$ cat src/rtl/jpt_div.sv
// Restoring divider, one quotient bit a cycle.
// No dependencies.
module jpt_div #(
	parameter int DIVIDEND_W = 48,
	parameter int DIVISOR_W  = 40
) (
	input  logic                  clk,
	input  logic                  arst_n,
	input  logic                  start,
	input  logic [DIVIDEND_W-1:0] dividend,
	input  logic [DIVISOR_W-1:0]  divisor,
	output logic                  busy,
	output logic [DIVIDEND_W-1:0] quotient
);

	localparam int CW = $clog2(DIVIDEND_W + 1);

	logic                  busy_q;
	logic [CW-1:0]         cnt_q;
	logic [DIVIDEND_W-1:0] quo_q;
	logic [DIVISOR_W:0]    rem_q;
	logic [DIVISOR_W-1:0]  dvs_q;
	logic [DIVISOR_W:0]    rem_sh;
	logic                  fits;

	assign rem_sh = {rem_q[DIVISOR_W-1:0], quo_q[DIVIDEND_W-1]};
	assign fits   = rem_sh >= {1'b0, dvs_q};

	always_ff @(posedge clk or negedge arst_n) begin
		if (!arst_n) begin
			busy_q <= 1'b0;
			cnt_q  <= '0;
		end else if (start) begin
			busy_q <= 1'b1;
			cnt_q  <= CW'(DIVIDEND_W);
		end else if (busy_q) begin
			cnt_q <= cnt_q - 1'b1;
			if (cnt_q == CW'(1)) busy_q <= 1'b0;
		end
	end

	always_ff @(posedge clk) begin
		if (start) begin
			quo_q <= dividend;
			rem_q <= '0;
			dvs_q <= divisor;
		end else if (busy_q) begin
			rem_q <= fits ? rem_sh - {1'b0, dvs_q} : rem_sh;
			quo_q <= {quo_q[DIVIDEND_W-2:0], fits};
		end
	end

	assign busy     = busy_q;
	assign quotient = quo_q;

endmodule

$ cat config.mk
export PLATFORM = sky130hd
export DESIGN_NAME = jpt_div
export DESIGN_NICKNAME = d
export VERILOG_FILES = /design/src/rtl/jpt_div.sv
export SDC_FILE = /design/constraint.sdc
export NUM_CORES = 1
export LEC_CHECK = 0
export BUFFER_PORTS_ARGS = -buffer_cell sky130_fd_sc_hd__buf_2
export CAP_MARGIN = 20
export CELL_PAD_IN_SITES_DETAIL_PLACEMENT = 0
export CELL_PAD_IN_SITES_GLOBAL_PLACEMENT = 1
export CORE_MARGIN = 2
export CORE_UTILIZATION = 44
export CTS_CLUSTER_DIAMETER = 80
export CTS_CLUSTER_SIZE = 25
export DETAILED_ROUTE_END_ITERATION = 8
export PLACE_DENSITY = 0.89
export SYNTH_ARGS = -nofsm -noshare
export SYNTH_HDL_FRONTEND = slang
export SYNTH_SLANG_ARGS = --single-unit
$ cat constraint.sdc
create_clock -name clk -period 4 [get_ports clk]
set_clock_uncertainty 0.1 [all_clocks]
set_input_delay 0.2 -clock clk [delete_from_list [all_inputs] [get_ports clk]]
set_output_delay 0.2 -clock clk [all_outputs]
set_load 0.005 [all_outputs]
# Word level (Yosys, flattened, before mapping)
# Index checks and enable logic that the tools add are counted.
# Widths: inputs -> output; s select.
dict set report totals {
  ff_bits 135
  latchBits 0
  ram_bits 0
  rom_bits 0
  in_bits 91
  out_inout_bits 49
  n_memories 0
}
dict set report op_classes {
  addsub 2
  n_mul 0
  div_mod_pow 0
  order_cmp 1
  eq_ne 1
  shift 0
  muxes 8
  bitwise_logic 0
  reduce_logical 1
}
# cell count
set op_table {}
lappend op_table {{$mux 48} 2}
lappend op_table {{$ge 41x40->1} 1}
lappend op_table {{$mux 40} 1}
lappend op_table {{$sub 40x40->40} 1}
lappend op_table {{$mux 6} 2}
lappend op_table {{$eq 6x1->1 const B} 1}
lappend op_table {{$sub 6x1->6 const B} 1}
lappend op_table {{$mux 1} 3}
lappend op_table {{$reduce_bool 2->1} 1}

# Depth between registers and ports, before layout
dict set report depth {
  depth_word 4
  mapped_depth 14
}

# Worst setup path before layout
# No wires, ideal clock.
dict set report synth_timing {
  path_kind {register -> register}
  startpoint {reg quo_q[47] (netlist: quotient[47])}
  endpoint {reg rem_q[36]}
  setup_ns 0.079
  arrival_time_ns 2.791
  required_time_ns 3.821
  slack_ns 1.029
  path_stages_with_launch 13
  period_less_slack_ns 2.971
  cell_sequence {edfxtp_1 inv_1 ha_1 fa_1 nand2b_1 a211oi_1 o211ai_1 o21ai_0 nand2_1 nor3_1 nor4_1 o31a_1 a211oi_2}
}
dict set report synth_via {
  elab_chain_len 2
}
# item line
set synth_lines {}
lappend synth_lines {{start, declared} 20} ;# logic [DIVIDEND_W-1:0] quo_q;
lappend synth_lines {{start signal, assigned} 44} ;# quo_q <= dividend;
lappend synth_lines {{start signal, assigned} 49} ;# quo_q <= {quo_q[DIVIDEND_W-2:0], fits};
lappend synth_lines {{$sub 40x40->40 / $ge 41x40->1 (equally long branches)} {48, 27}}
lappend synth_lines {{$mux 40 *} 48} ;# rem_q <= fits ? rem_sh - {1'b0, dvs_q} : rem_sh;
lappend synth_lines {{end signal, assigned} 48}
lappend synth_lines {{end, declared} 21} ;# logic [DIVISOR_W:0] rem_q;
# Mark *: on every way between the ends. The rest lies on a longest branch, timed or not.
# A chain may end at the register's enable or synchronous reset.

# Worst setup path after layout
dict set report layout_timing {
  startpoint {reg dvs_q[6]}
  endpoint {reg rem_q[4]}
}
dict set report layout_via {
  elab_chain_len 2
}
# item line
set layout_lines {}
lappend layout_lines {{start, declared} 22} ;# logic [DIVISOR_W-1:0] dvs_q;
lappend layout_lines {{start signal, assigned} 46} ;# dvs_q <= divisor;
lappend layout_lines {{$ge 41x40->1} 27} ;# assign fits = rem_sh >= {1'b0, dvs_q};
lappend layout_lines {{$mux 40} 48}
# Every way passes these cells.

==> impl_metrics.py <==
metrics = {
    "floorplanning": {
        "die_w_um": 137.3,
        "rows": 48,
        "io_pins": 140,
        "dieArea_sq_um": 18860,
        "start_util_pct": 45.05,
        "fp.dieH_um": 137.3,
        "core_area_sq_um": 17360,
    },
    "clock_tree": {
        "cts.sinks": 135,
        "numCtsBuffers": 17,
        "cts.path.max_buffers": 2,
        "clk_latency_ns": 0.43,
        "path_clk_slew_ns": 0.06,
        "cts_tree": "built",
        "clockRootBuffer": "clkbuf_16",
        "htreeDepth": 4,
        "post-cts-setup-buffer-count": 0,
        "cts.repair.resized": 0,
    },
    "layout": {
        "fin_nets": 1122,
        "diodes": 0,
        "syn2layout_area_growth_pct": 29.81,
        "final_layout_size_suffix_gt1_share_pct": 23.68,
        "fin_util_pct": 58.48,
    },
    "run_status": {
        "status": "finished, final reports clean",
    },
    "synthesis": {
        "yosysTopAreaCell": "edfxtp_1",
        "syn_nets": 910,
        "ys_async_sr_fraction_pct": 5.185,
        "synth_cell_types": 65,
        "synth_edf_count": 88,
        "ys_ff_latch": 135,
        "syn_avg_cell_area_sq_um": 10.08,
        "yosysSeqAreaShare_pct": 46.27,
        "synthCells": 776,
        "synth_ff_type": "edfxtp_1",
        "synth_top_area_share_pct": 33.79,
        "yosys_warnings": 0,
        "synth_area_sq_um": 7820,
        "yosys-top-cells-area": "edfxtp_1, dfxtp_1, mux2_2, ha_1, nor2_1",
    },
    "sta": {
        "hold-worst-slack_ns": 0.03058,
        "setup_tns_ns": 0,
        "drv_slew": 0,
        "tightest_slew_ns": 0.6868,
        "rsz0062_at_grt": "false",
        "slew_headroom_pct": 54.21,
        "finalSetupViolCount": 0,
        "fmax_mhz": 297.9,
        "hold_viol": 0,
        "timing.final.crit_period_ns": 3.357,
        "timing.final.crit_share_pct": 83.92,
    },
    "global_route": {
        "grt_pass1_vias": 6744,
        "grt_usage_pct": 21.82,
        "grt_max_degree": 101,
        "overflow": 0,
        "grt_pass1_wl_mm": 32.23,
        "antenna_found_initial": 0,
    },
    "critical_path": {
        "critPathMaxFanout": 21,
        "r2r-end": "rem_q[4]$_SDFFE_PP0P_",
        "worst_r2r_path_depth": 12,
        "crit_arrival_ns": 3.60,
        "critPathLaunchType": "flip-flop",
        "crit_required_ns": 4.24,
        "endpoint_kind": "flip-flop",
        "path_class": "flip-flop to flip-flop",
        "worst-r2r-setup-slack_ns": 0.64,
        "r2r_start": "dvs_q[6]$_DFFE_PP_",
    },
    "power_and_ir_drop": {
        "p_per_area_nw_per_um2": 601.1,
        "p_switching_w": 0.002315,
        "swShare_pct": 37.94,
        "p_seq_share_pct": 32.5,
        "power_w": 0.006102,
        "leakage_nw": 4.402,
        "worst_ir_drop_vdd_mv": 0.3428,
        "internal_power_w": 0.003787,
        "power_frac_comb_pct": 42.3,
        "power.share.clock_pct": 25.2,
    },
    "drt": {
        "route.detailed.drc": 0,
        "via_per_inst": 5.354,
        "drtAntennaViolNets": 0,
        "drt_pass1_iterations": 5,
        "num_vias": 6564,
        "wl_mm": 19.72,
        "drt_iter0_drc": 331,
        "wl_per_cell_um": 16.09,
    },
    "place": {
        "io_buffers": 139,
        "place_congestion": 0.8446,
        "dp_hpwl_mm": 13.11,
    },
    "worst_hold_path": {
        "holdPathEnd": "quotient[0]$_DFFE_PP_",
        "hp-start": "dividend[0]",
        "hp-class": "primary input to flip-flop",
        "hold_path_depth": 3,
    },
    "flow_run": {
        "maxCapViolations": 0,
    },
}
-- power by group through the flow --
stage          clock network [W]  logic [W]  registers, W
6_report                 0.00154    0.00258       0.00198
5_1_grt                  0.00162    0.00290       0.00202
4_1_cts                  0.00157    0.00257       0.00198
3_5_place_dp                   0    0.00250       0.00200
3_3_place_gp                   0    0.00248       0.00200
2_1_floorplan                  0    0.00194       0.00196
-- Yosys cell counts, types with 17 or more instances --
cell type	number
edfxtp_1	88
nor2_1	85
a21oi_1	62
inv_1	54
mux2_2	48
nand2_1	43
ha_1	42
dfxtp_1	40
clkbuf_1	36
a211oi_1	32
o21ai_0	32
xor2_1	22
nor3_1	17
-- metrics by stage --
stage	setup WS [ns]	instance area [sq um]	cells
2_1_floorplan	1.029	7820	776
3_3_place_gp	0.6994	8702	1106
3_5_place_dp	0.6649	8702	1106
4_1_cts	0.6435	10150	1226
5_1_grt	0.3841	10150	1226
6_report	0.6433	10150	1226
-- worst max-delay path: stages (launching register included) --
cell      delay (ns)
edfxtp_1        0.33
inv_1           0.04
ha_1            0.37
nand3_1         0.15
nor2_1          0.20
o211ai_1        0.22
or4_1           0.58
nand3_2         0.14
a41oi_4         0.12
buf_4           0.25
buf_4           0.23
o31a_1          0.32
a211oi_2        0.21
-- sequential cells by signal, indices dropped and copies added (netlist names) --
signal / count
quotient: 48
dvs_q: 40
rem_q: 40
cnt_q: 6
busy: 1
-- cells in the final DEF, fill, tap and decap left out, drive strengths merged, types with 11 or more instances in the layout --
cell         synthesis  routed
nand2               43      43
xor2                22      22
inv                 54      61
nand2b              15      15
buf                  5     146
nor3                17      17
o21ai               34      34
xnor2               15      15
clkbuf              36      18
a211oi              36      36
mux2                48      48
dlygate4sd3          0      88
nor2                85      85
nand4               12      12
dfxtp               40      40
nand3               12      12
edfxtp              88      88
ha                  42      42
a21oi               62      62
a21o                11      11
-- worst max-delay path by stage --
stage	startpoint	slack (ns)	depth (start not counted)	to
3_5_place_dp	dvs_q[6]$_DFFE_PP_	0.66	12	rem_q[4]$_SDFFE_PP0P_
4_1_cts	dvs_q[6]$_DFFE_PP_	0.64	12	rem_q[4]$_SDFFE_PP0P_
3_3_place_gp	dvs_q[34]$_DFFE_PP_	0.70	13	rem_q[4]$_SDFFE_PP0P_
2_1_floorplan	quotient[47]$_DFFE_PP_	1.03	12	rem_q[36]$_SDFFE_PP0P_
5_1_grt	dvs_q[6]$_DFFE_PP_	0.38	12	rem_q[4]$_SDFFE_PP0P_
6_report	dvs_q[6]$_DFFE_PP_	0.64	12	rem_q[4]$_SDFFE_PP0P_
-- area by class of cell --
class,instances,area (sq um)
fill,1479,7206
multi-input combinational,546,3835
sequential,135,3620
timing repair buffer,234,1644
clock buffer,18,429.2
tap,225,281.5
inverter,54,202.7
clock inverter,14,138.9
-- cell families after synthesis --
family          Yosys count  share of synthesized area [%]
compound gates          191                          16.26
xor+xnor                 37                          4.144
fa+ha+maj                43                          6.976
buf+inv                  95                          4.688
flops                   135                          46.27
mux                      58                          8.192
simple gates            217                          13.47
-- metal layers --
| metal | up-vias | routed length [um] | global-route usage, % |
|---|---|---|---|
| met1 | 3114 | 8601 | 26.46 |
| met4 | 0 | 291 | 6.644 |
| met5 | - | 0 | 0 |
| met3 | 21 | 1083 | 5.887 |
| li1 | 3255 | - | - |
| met2 | 174 | 9747 | 37.81 |
-- timing repair --
item / 4_1_cts / 5_1_grt
hold endpoints to repair: 94 / 0
endpoints found under the setup margin: 0 / 0
hold buffers: 88 / 0
(Power assumes the default switching activity.)
