[src/rtl/jpt_pkg.sv]
// Shared constants, codes and types of the joint probability table engine.
// No dependencies; the other files that use it refer to it by scoped names.
package jpt_pkg;

	localparam int MAX_VARIABLES   = 8;
	localparam int STATE_BITS      = 4;
	localparam int VAR_IDX_W       = 3;
	localparam int DEF_TABLE_DEPTH = 256;

	localparam int CMD_W       = 3;
	localparam int KEY_W       = 32;
	localparam int VALUE_W     = 32;
	localparam int ROW_INDEX_W = 8;
	localparam int VSEL_W      = 3;
	localparam int SSEL_W      = 4;
	localparam int VALUE_OUT_W = 40;
	localparam int ROW_COUNT_W = 9;
	localparam int STATUS_W    = 3;
	localparam int VCOUNT_W    = 4;
	localparam int CFG_INDEX_W = 1;
	localparam int CFG_DATA_W  = 32;

	localparam logic [CFG_INDEX_W-1:0] CFG_VARIABLE_COUNT = 1'd0;
	localparam logic [CFG_INDEX_W-1:0] CFG_STATE_COUNTS   = 1'd1;

	localparam logic [VCOUNT_W-1:0]   VARIABLE_COUNT_RST = 4'd1;
	localparam logic [CFG_DATA_W-1:0] STATE_COUNTS_RST   = 32'h2222_2222;

	localparam logic [CMD_W-1:0] CMD_GET       = 3'd0;
	localparam logic [CMD_W-1:0] CMD_SET       = 3'd1;
	localparam logic [CMD_W-1:0] CMD_ADD       = 3'd2;
	localparam logic [CMD_W-1:0] CMD_READ_ROW  = 3'd3;
	localparam logic [CMD_W-1:0] CMD_MARGINAL  = 3'd4;
	localparam logic [CMD_W-1:0] CMD_NORMALIZE = 3'd5;
	localparam logic [CMD_W-1:0] CMD_FILL      = 3'd6;
	localparam logic [CMD_W-1:0] CMD_UNUSED    = 3'd7;

	localparam logic [STATUS_W-1:0] STS_OK        = 3'd0;
	localparam logic [STATUS_W-1:0] STS_NOT_FOUND = 3'd1;
	localparam logic [STATUS_W-1:0] STS_RANGE     = 3'd2;
	localparam logic [STATUS_W-1:0] STS_TOO_LARGE = 3'd3;
	localparam logic [STATUS_W-1:0] STS_DIV_ZERO  = 3'd4;

	typedef logic [MAX_VARIABLES-1:0][STATE_BITS-1:0] counts_t;

	typedef struct packed {
		logic                busy;
		logic [VCOUNT_W-1:0] n_vars;
		counts_t             counts;
	} geom_t;

endpackage

[src/rtl/jpt_geom.sv]
// Configuration registers and table geometry: digit weights and row count.
// Depends on jpt_pkg.
module jpt_geom #(
	parameter int TABLE_DEPTH = jpt_pkg::DEF_TABLE_DEPTH,
	localparam int WW = $clog2(TABLE_DEPTH + 1)
) (
	input  logic                                clk,
	input  logic                                arst_n,
	input  logic                                cfg_we,
	input  logic [jpt_pkg::CFG_INDEX_W-1:0]     cfg_index,
	input  logic [jpt_pkg::CFG_DATA_W-1:0]      cfg_data,
	output jpt_pkg::geom_t                      geom,
	output logic [jpt_pkg::MAX_VARIABLES-1:0][WW-1:0] weights,
	output logic [WW-1:0]                       rows
);

	logic [jpt_pkg::VCOUNT_W-1:0]   var_count_q;
	logic [jpt_pkg::CFG_DATA_W-1:0] state_counts_q;
	logic                           busy_q;
	logic [jpt_pkg::VAR_IDX_W-1:0]  step_q;
	logic [WW-1:0]                  acc_q;
	logic                           ovf_q;
	logic [jpt_pkg::MAX_VARIABLES-1:0][WW-1:0] weights_q;
	logic [jpt_pkg::VCOUNT_W-1:0]   n_vars;
	jpt_pkg::counts_t               counts;
	logic [WW+jpt_pkg::STATE_BITS-1:0] prod;

	always_comb begin
		n_vars = var_count_q;
		if (var_count_q == '0) n_vars = jpt_pkg::VCOUNT_W'(1);
		if (var_count_q > jpt_pkg::VCOUNT_W'(jpt_pkg::MAX_VARIABLES))
			n_vars = jpt_pkg::VCOUNT_W'(jpt_pkg::MAX_VARIABLES);
		for (int i = 0; i < jpt_pkg::MAX_VARIABLES; i++) begin
			counts[i] = state_counts_q[i*jpt_pkg::STATE_BITS +: jpt_pkg::STATE_BITS];
			if (counts[i] < jpt_pkg::STATE_BITS'(2)) counts[i] = jpt_pkg::STATE_BITS'(2);
		end
	end

	assign prod = (WW+jpt_pkg::STATE_BITS)'(acc_q) * (WW+jpt_pkg::STATE_BITS)'(counts[step_q]);

	// walk from the fastest digit upwards, one multiply a cycle unless a configuration write restarts the walk
	always_ff @(posedge clk or negedge arst_n) begin
		if (!arst_n) begin
			var_count_q    <= jpt_pkg::VARIABLE_COUNT_RST;
			state_counts_q <= jpt_pkg::STATE_COUNTS_RST;
			busy_q         <= 1'b1;
			step_q         <= jpt_pkg::VAR_IDX_W'(jpt_pkg::MAX_VARIABLES - 1);
			acc_q          <= WW'(1);
			ovf_q          <= 1'b0;
		end else if (cfg_we) begin
			if (cfg_index == jpt_pkg::CFG_VARIABLE_COUNT) begin
				var_count_q <= cfg_data[jpt_pkg::VCOUNT_W-1:0];
			end else if (cfg_index == jpt_pkg::CFG_STATE_COUNTS) begin
				state_counts_q <= cfg_data;
			end
			busy_q <= 1'b1;
			step_q <= jpt_pkg::VAR_IDX_W'(jpt_pkg::MAX_VARIABLES - 1);
			acc_q  <= WW'(1);
			ovf_q  <= 1'b0;
		end else if (busy_q) begin
			if (jpt_pkg::VCOUNT_W'(step_q) < n_vars) begin
				if (prod > (WW+jpt_pkg::STATE_BITS)'(TABLE_DEPTH)) ovf_q <= 1'b1;
				else acc_q <= WW'(prod);
			end
			if (step_q == '0) busy_q <= 1'b0;
			else step_q <= step_q - 1'b1;
		end
	end

	always_ff @(posedge clk) begin
		if (busy_q && !cfg_we) begin
			if (jpt_pkg::VCOUNT_W'(step_q) < n_vars) weights_q[step_q] <= acc_q;
			else weights_q[step_q] <= '0;
		end
	end

	assign geom.busy   = busy_q;
	assign geom.n_vars = n_vars;
	assign geom.counts = counts;
	assign weights     = weights_q;
	assign rows        = ovf_q ? '0 : acc_q;

endmodule

[config.mk]
export PLATFORM = sky130hd
export DESIGN_NAME = jpt_geom
export DESIGN_NICKNAME = d
export VERILOG_FILES = /design/src/rtl/jpt_pkg.sv /design/src/rtl/jpt_geom.sv
export SDC_FILE = /design/constraint.sdc
export NUM_CORES = 1
export LEC_CHECK = 0
export CAP_MARGIN = 40
export CORE_MARGIN = 2
export CORE_UTILIZATION = 28
export DETAILED_ROUTE_END_ITERATION = 8
export DONT_BUFFER_PORTS = 1
export GPL_TIMING_DRIVEN = 0
export PLACE_DENSITY = 0.48
export SLEW_MARGIN = 20
export SYNTH_ARGS = -nofsm -noshare
export SYNTH_HDL_FRONTEND = slang
export SYNTH_SLANG_ARGS = --single-unit
export TNS_END_PERCENT = 1
[constraint.sdc]
create_clock -name clk -period 8.1 [get_ports clk]
set_clock_uncertainty 0.1 [all_clocks]
set_input_delay 1.215 -clock clk [delete_from_list [all_inputs] [get_ports clk]]
set_output_delay 1.215 -clock clk [all_outputs]
set_load 0.01 [all_outputs]
## Word level (Yosys, flattened, before mapping)

Index checks and enable logic that the tools add are counted.

- $add $sub $neg: 1
- Multiply operators: 1
- Order comparisons: 13
- Equal/unequal tests: 2
- Multiplexer cells: 31
- Bitwise operators: 3
- Reductions and logical operators: 13

Operators by type and width:

| cell | count |
|---|---|
| $and 72x72->72 | 1 |
| $bwmux 72 | 1 |
| $mux 72 | 1 |
| $not 72->72 | 1 |
| $mux 9 | 6 |
| $mux 4 | 11 |
| $lt 4x2->1 const B | 8 |
| $demux 9 s3 | 1 |
| $gt 13x9->1 const B | 1 |
| $mul 9x4->13 | 1 |
| $bmux 4 s3 | 1 |
| $mux 3 | 3 |
| $mux 1 | 7 |
| $reduce_and 2->1 | 3 |
| $reduce_and 3->1 | 2 |
| $reduce_bool 2->1 | 3 |
| $gt 4x4->1 const B | 1 |
| $logic_not 4->1 | 1 |
| $lt 3x4->1 | 1 |
| $lt 3x4->1 const B | 1 |
| $ne 2x2->1 const B | 2 |
| $ge 3x1->1 const B | 1 |
| $logic_not 3->1 | 1 |
| $sub 3x1->3 const B | 1 |
| 3 further kinds | 4 |

- Register bits: 122
- Input bits: 36
- Output and inout bits: 118
- Word-level logic and storage cells: 78

## Logic depth before layout (Yosys ltp)

- Word-level depth: 10
- Depth in mapped cells: 20
- Depth with buffers taken out: 17

## Least setup slack after synthesis

No wires, ideal clock.

- Kind: register -> register
- Start point: reg step_q[0] (netlist bit)
- End point: reg acc_q[3]
- Library setup time: 0.121 ns
- Data arrival time: 4.932 ns
- Required time: 7.879 ns
- Setup slack: 2.948 ns
- Cell stages (with the launch flop): 19
- Buffers on the path: 2
- Period minus slack after synthesis: 5.152 ns
- Cells stage by stage: dfstp_2 buf_2 or3b_1 buf_2 o221ai_1 nor3_1 and2_1 fa_1 inv_1 fa_1 inv_1 ha_1 and3_4 a211oi_4 o21ai_0 nor3_1 o2111ai_4 o31a_4 a22o_1

- Word-level cells in the longest chain between the ends: 7
- Elaborated cells between the ends (all ways): 12
- Classes of those cells: mul (1); order compare (2); eq/ne (1); mux (6); reduce/logical (2)

RTL lines:

| element | line | text |
|---|---|---|
| start, declared | jpt_geom.sv:20 | `logic [jpt_pkg::VAR_IDX_W-1:0] step_q;` |
| start signal, assigned | jpt_geom.sv:47 | `step_q <= jpt_pkg::VAR_IDX_W'(jpt_pkg::MAX_VARIABLES - 1);` |
| start signal, assigned | jpt_geom.sv:57 | `step_q <= jpt_pkg::VAR_IDX_W'(jpt_pkg::MAX_VARIABLES - 1);` |
| start signal, assigned | jpt_geom.sv:66 | `else step_q <= step_q - 1'b1;` |
| branches (longest 7 deep; another with $mul 9x4->13) | - |  |
| end signal, assigned | jpt_geom.sv:63 | `else acc_q <= WW'(prod);` |
| end, declared | jpt_geom.sv:21 | `logic [WW-1:0] acc_q;` |

Several ways; the timed one is not identified. The select of a mux whose other input is x is not followed.
A chain may end at the register's enable or synchronous reset.

## Final worst setup path

- Start point: reg step_q[2] (netlist bit)
- End point: reg acc_q[1]

The elaborated chain is that of the path after synthesis.

==> out/metrics.sh <==
ROUTED_METAL_1_WIRE_LENGTH_MICRONS=8709
RSZ0062_AT_GRT='false'
DPL_CELL_AREA_SQ_MM=0.007091
TIMING.FINAL.CRIT_PERIOD_NS=6.106
FMAX_MHz=163.8
NUMCLOCKSINKS=122
MAPPEDNETLISTNETS=621
AREA_OF_COMBINATIONAL_CELLS_WITH_MULTIPLE_INPUTS_SQ_MM=0.002904
MET3_LENGTH_MICRONS=1698
ROUTED.TOP_LAYER='met4'
SYNTH_TOP_FLOP_CELL='sky130_fd_sc_hd__edfxtp_1'
POST-DP-HPWL_MICRONS=14740
SYNTHESIS.INSTANCES=550
NETS=650
N_FILL_CELL=2400
SYNTH.LIB_CELLS_USED.DISTINCT=56
HOLD_PATH_CLASS='in -> async'
CORE.ROWCOUNT=56
POSTCTSSETUPREPAIRBUFS=0
CHIPWIDTH_MICRONS=158.4
GLOBAL_ROUTE.OVERFLOW_TOTAL=0
SEQUENTIAL_CELL_AREA_FRACTION_IN_THE_YOSYS_REPORT=0.5142
IR_WORST_VDD_mV=0.1421
SYNTH_TOP_FAMILY_BY_AREA='compound AO/OA/AOI/OAI gates'
GPL.FINAL_WEIGHTED_CONGESTION=0.8234
PORTBUFFERS=0
SYN-CELL-AREA_SQ_MM=0.006673
ROUTED_LENGTH_PER_INSTANCE_MICRONS=21.83
MOST_FREQUENT_STANDARD_CELL_IN_THE_LAYOUT_EXCLUDING_FILL_AND_TAP_CELLS='sky130_fd_sc_hd__a22o_1'
SETUP_TOTAL_NEGATIVE_SLACK_NS=0
REMAINING_DRC_ERRORS=0
TOTAL_LEAKAGE_POWER_nW=3.070
FINALHOLDVIOLCOUNT=0
GRT_USE_TOTAL=0.1614
AVGVIACOUNTPERCELL=5.135
CTS_HOLD_REPAIR.BUFFERS=0
MAXSLEWVIOLCOUNT=0
ROOT_BUFFER='sky130_fd_sc_hd__clkbuf_16'
SYNTH.AREA.MUX_SHARE=0.06075
DETAILROUTE.VIA_COUNT=4683
YOSYS.AREA_SHARE.XOR_XNOR=0.007875
WIRELENGTH_MICRONS=19910
CRITICAL_PATH_CLASS='reg -> reg'
DRT_FIRST_PASS_ITERS=8
FINAL.PERIOD_UTILIZATION=0.7538
FINAL_LAYOUT_SIZE_SUFFIX_GT1_FRAC=0.1892
DIEHEIGHT_MICRONS=158.4
YS_ASYNC_SR_FRACTION=0.4098
SYNTH_SIMPLE_GATE_AREA_SHARE=0.09132
CLK_LATENCY_WORST_SKEW_PAIR_NS=0.42
FINAL_CORE_UTILIZATION=0.3314
POST-ROUTE-WORST-SETUP-SLACK_NS=1.994
PLACE_WS_NS=2.009
MOSTFREQUENTLAYOUTCELLS='sky130_fd_sc_hd__a22o_1, sky130_fd_sc_hd__edfxtp_1, sky130_fd_sc_hd__mux2_2, sky130_fd_sc_hd__dfrtp_1, sky130_fd_sc_hd__inv_1'
IOS=154
REQUIRED_NS=8.35
MAX_SLEW_HEADROOM=0.3927
CAP_VIOL_MAX_COUNT=0
SYNTH_ENABLE_FLOP_CELLS=72
YOSYSWARNINGCOUNT=0
DIEAREA_SQ_MM=0.02508
CLK_PIN_SLEW_WORST_PATHS_NS=0.06
GRT_MAX_DEGREE=51
INITIAL_CORE_UTIL=0.2851
GRT_PASS1_WL_MICRONS=29710
DRTANTENNAVIOLNETS=0
CTS-BUFFERS-INSERTED=17
OUTCOME='finished, final reports clean'
CTS-HTREE-LEVELS=4
GRT_ANTENNA_BEFORE_REPAIR=0
POSTSYNTHREGISTERBITS=122
CTS.PATH.MAX_BUFFERS=2
SYNTH_COMPOUND_GATE_AREA_SHARE=0.1939
WORST_R2R_STARTPOINT='step_q[2]'
SETUP_VIOL=0
CORE_AREA_SQ_MM=0.02340
ADDER_AND_MAJORITY_GATE_PORTION_OF_THE_SYNTHESIZED_AREA=0.08138
WORSTPATHARRIVAL_NS=6.36
DETAILED_ROUTE_ITER0_VIOLATIONS=305
CRITICAL_PATH.STARTPOINT='step_q[2]'
DETAILROUTE.WIRELENGTH.MET2_MICRONS=9298
FIRST_GLOBAL_VIAS=4806
CRIT_FANOUT=10
TIMING.CRITICAL_PATH.TO_TYPE='register'
CTSRESIZECOUNT=0
CTS_TREE='done'
MAX_SLEW.WORST_PIN.SLEW_NS=0.9109
PER_INSTANCE_AVERAGE_AREA_AFTER_SYNTHESIS_SQ_UM=12.13
CP-START-KIND='register'
POWER.DENSITY_mW_PER_MM2=331.1
AREA.GROWTH.SYNTH_TO_FINAL_PCT=16.22
POST_ROUTE_DESIGN_AREA_SQ_MM=0.007755
SEQUENTIAL_STANDARD_CELL_AREA_SQ_MM=0.003431
==> area by class of cell <==
class                           count  share of cell area
Tap cell                          319             0.05147
Multi-Input combinational cell    345              0.3745
Clock inverter                     15             0.02307
Timing Repair Buffer               10            0.009842
Clock buffer                       17             0.05486
Inverter                           33             0.01597
Antenna cell                        1           0.0003227
Sequential cell                   122              0.4424
Buffer                             50             0.02759
==> sequential cells by signal (all words and copies together), names as in the netlist <==
register        cells
acc_q               9
var_count_q         4
weights            72
ovf_q               1
state_counts_q     32
busy_q              1
step_q              3
==> final timing paths <==
path	endpoint	slack [ns]	cells past startpoint
setup / recovery	acc_q[1]	1.99	17
hold / removal	state_counts_q[6]	0.38	0
setup reg to reg	acc_q[1]	1.99	17
hold reg to reg	state_counts_q[24]	0.42	1
max in group asynchronous	state_counts_q[29]	7.33	0
min in group clk	state_counts_q[24]	0.42	1
==> metal layers <==
| metal | track usage | vias to the layer above |
|---|---|---|
| li1 | - | 2116 |
| met1 | 0.2068 | 2366 |
| met2 | 0.2594 | 187 |
| met3 | 0.05716 | 14 |
| met4 | 0.04290 | 0 |
| met5 | 0 | - |
==> report_power, final <==
part           switching [mW]  internal [mW]
clock                   0.317          0.466
sequential              0.115          0.793
combinational           0.553          0.324
total                   0.985           1.58
==> critical path, cell delays in order, from the launching register on <==
cell                        delay (ns)
sky130_fd_sc_hd__dfstp_2          0.55
sky130_fd_sc_hd__buf_2            0.20
sky130_fd_sc_hd__nand3b_1         0.36
sky130_fd_sc_hd__o22a_1           0.22
sky130_fd_sc_hd__o221ai_1         0.20
sky130_fd_sc_hd__nor3_1           0.71
sky130_fd_sc_hd__nand2_1          0.18
sky130_fd_sc_hd__fa_1             0.55
sky130_fd_sc_hd__fa_1             0.54
sky130_fd_sc_hd__inv_1            0.07
sky130_fd_sc_hd__fa_1             0.46
sky130_fd_sc_hd__xor2_1           0.20
sky130_fd_sc_hd__nor4_1           0.23
sky130_fd_sc_hd__o21ai_0          0.14
sky130_fd_sc_hd__nor3_1           0.38
sky130_fd_sc_hd__o2111ai_4        0.21
sky130_fd_sc_hd__nor4_4           0.54
sky130_fd_sc_hd__a22o_1           0.21
==> cells in the mapped netlist, types with 2 or more instances <==
cell                        n  area share
sky130_fd_sc_hd__ha_1      21       0.039
sky130_fd_sc_hd__nand2_1   24       0.014
sky130_fd_sc_hd__fa_1      14       0.042
sky130_fd_sc_hd__a21oi_1   17       0.013
sky130_fd_sc_hd__buf_1     10      0.0056
sky130_fd_sc_hd__clkbuf_1  31       0.017
sky130_fd_sc_hd__buf_2      6      0.0045
sky130_fd_sc_hd__or3b_1     3      0.0039
sky130_fd_sc_hd__nand3b_1   6      0.0067
sky130_fd_sc_hd__o22a_1     2      0.0026
sky130_fd_sc_hd__nor3_1     4      0.0030
sky130_fd_sc_hd__o22ai_2    2      0.0037
sky130_fd_sc_hd__nor2_1    29       0.016
sky130_fd_sc_hd__nor4_4     2      0.0064
sky130_fd_sc_hd__o31a_1     8       0.011
sky130_fd_sc_hd__buf_6      2      0.0034
sky130_fd_sc_hd__a211o_1    2      0.0026
sky130_fd_sc_hd__xnor2_1    5      0.0066
sky130_fd_sc_hd__mux2_2    36       0.061
sky130_fd_sc_hd__dfstp_2   14       0.055
sky130_fd_sc_hd__o21ai_0    8      0.0060
sky130_fd_sc_hd__edfxtp_1  72        0.32
sky130_fd_sc_hd__nand3_1    2      0.0015
sky130_fd_sc_hd__nand4_1    2      0.0019
sky130_fd_sc_hd__o21bai_1   8      0.0090
sky130_fd_sc_hd__nor4_1     7      0.0066
sky130_fd_sc_hd__inv_1     32       0.018
sky130_fd_sc_hd__and2_1    18       0.017
sky130_fd_sc_hd__nor2b_1    5      0.0047
sky130_fd_sc_hd__o221ai_1   3      0.0039
sky130_fd_sc_hd__nand2b_1   2      0.0019
sky130_fd_sc_hd__and3_1     3      0.0028
sky130_fd_sc_hd__a21o_1     3      0.0034
sky130_fd_sc_hd__a22o_1    80        0.11
sky130_fd_sc_hd__a211oi_1   2      0.0022
sky130_fd_sc_hd__dfrtp_1   36        0.14
sky130_fd_sc_hd__o21ai_1    2      0.0015
sky130_fd_sc_hd__o22ai_1    9      0.0084
==> metrics by stage <==
stage	hold WS [ns]	power (mW)	std cells
finish	0.3839	2.568	912
global placement	0.3904	1.761	869
detailed placement	0.4050	1.789	871
CTS	0.3623	2.580	903
global route	0.3533	2.717	911
floorplan	0.3799	1.523	550
==> logic make-up after synthesis <==
family | Yosys count
flip-flops | 122
adder cells (fa/ha/maj) | 35
buffers and inverters | 83
XOR/XNOR | 6
multiplexers | 36
AND/OR/NAND/NOR | 111
AO/OA/AOI/OAI | 157
No activity file was read; power rests on OpenSTA's default activity.
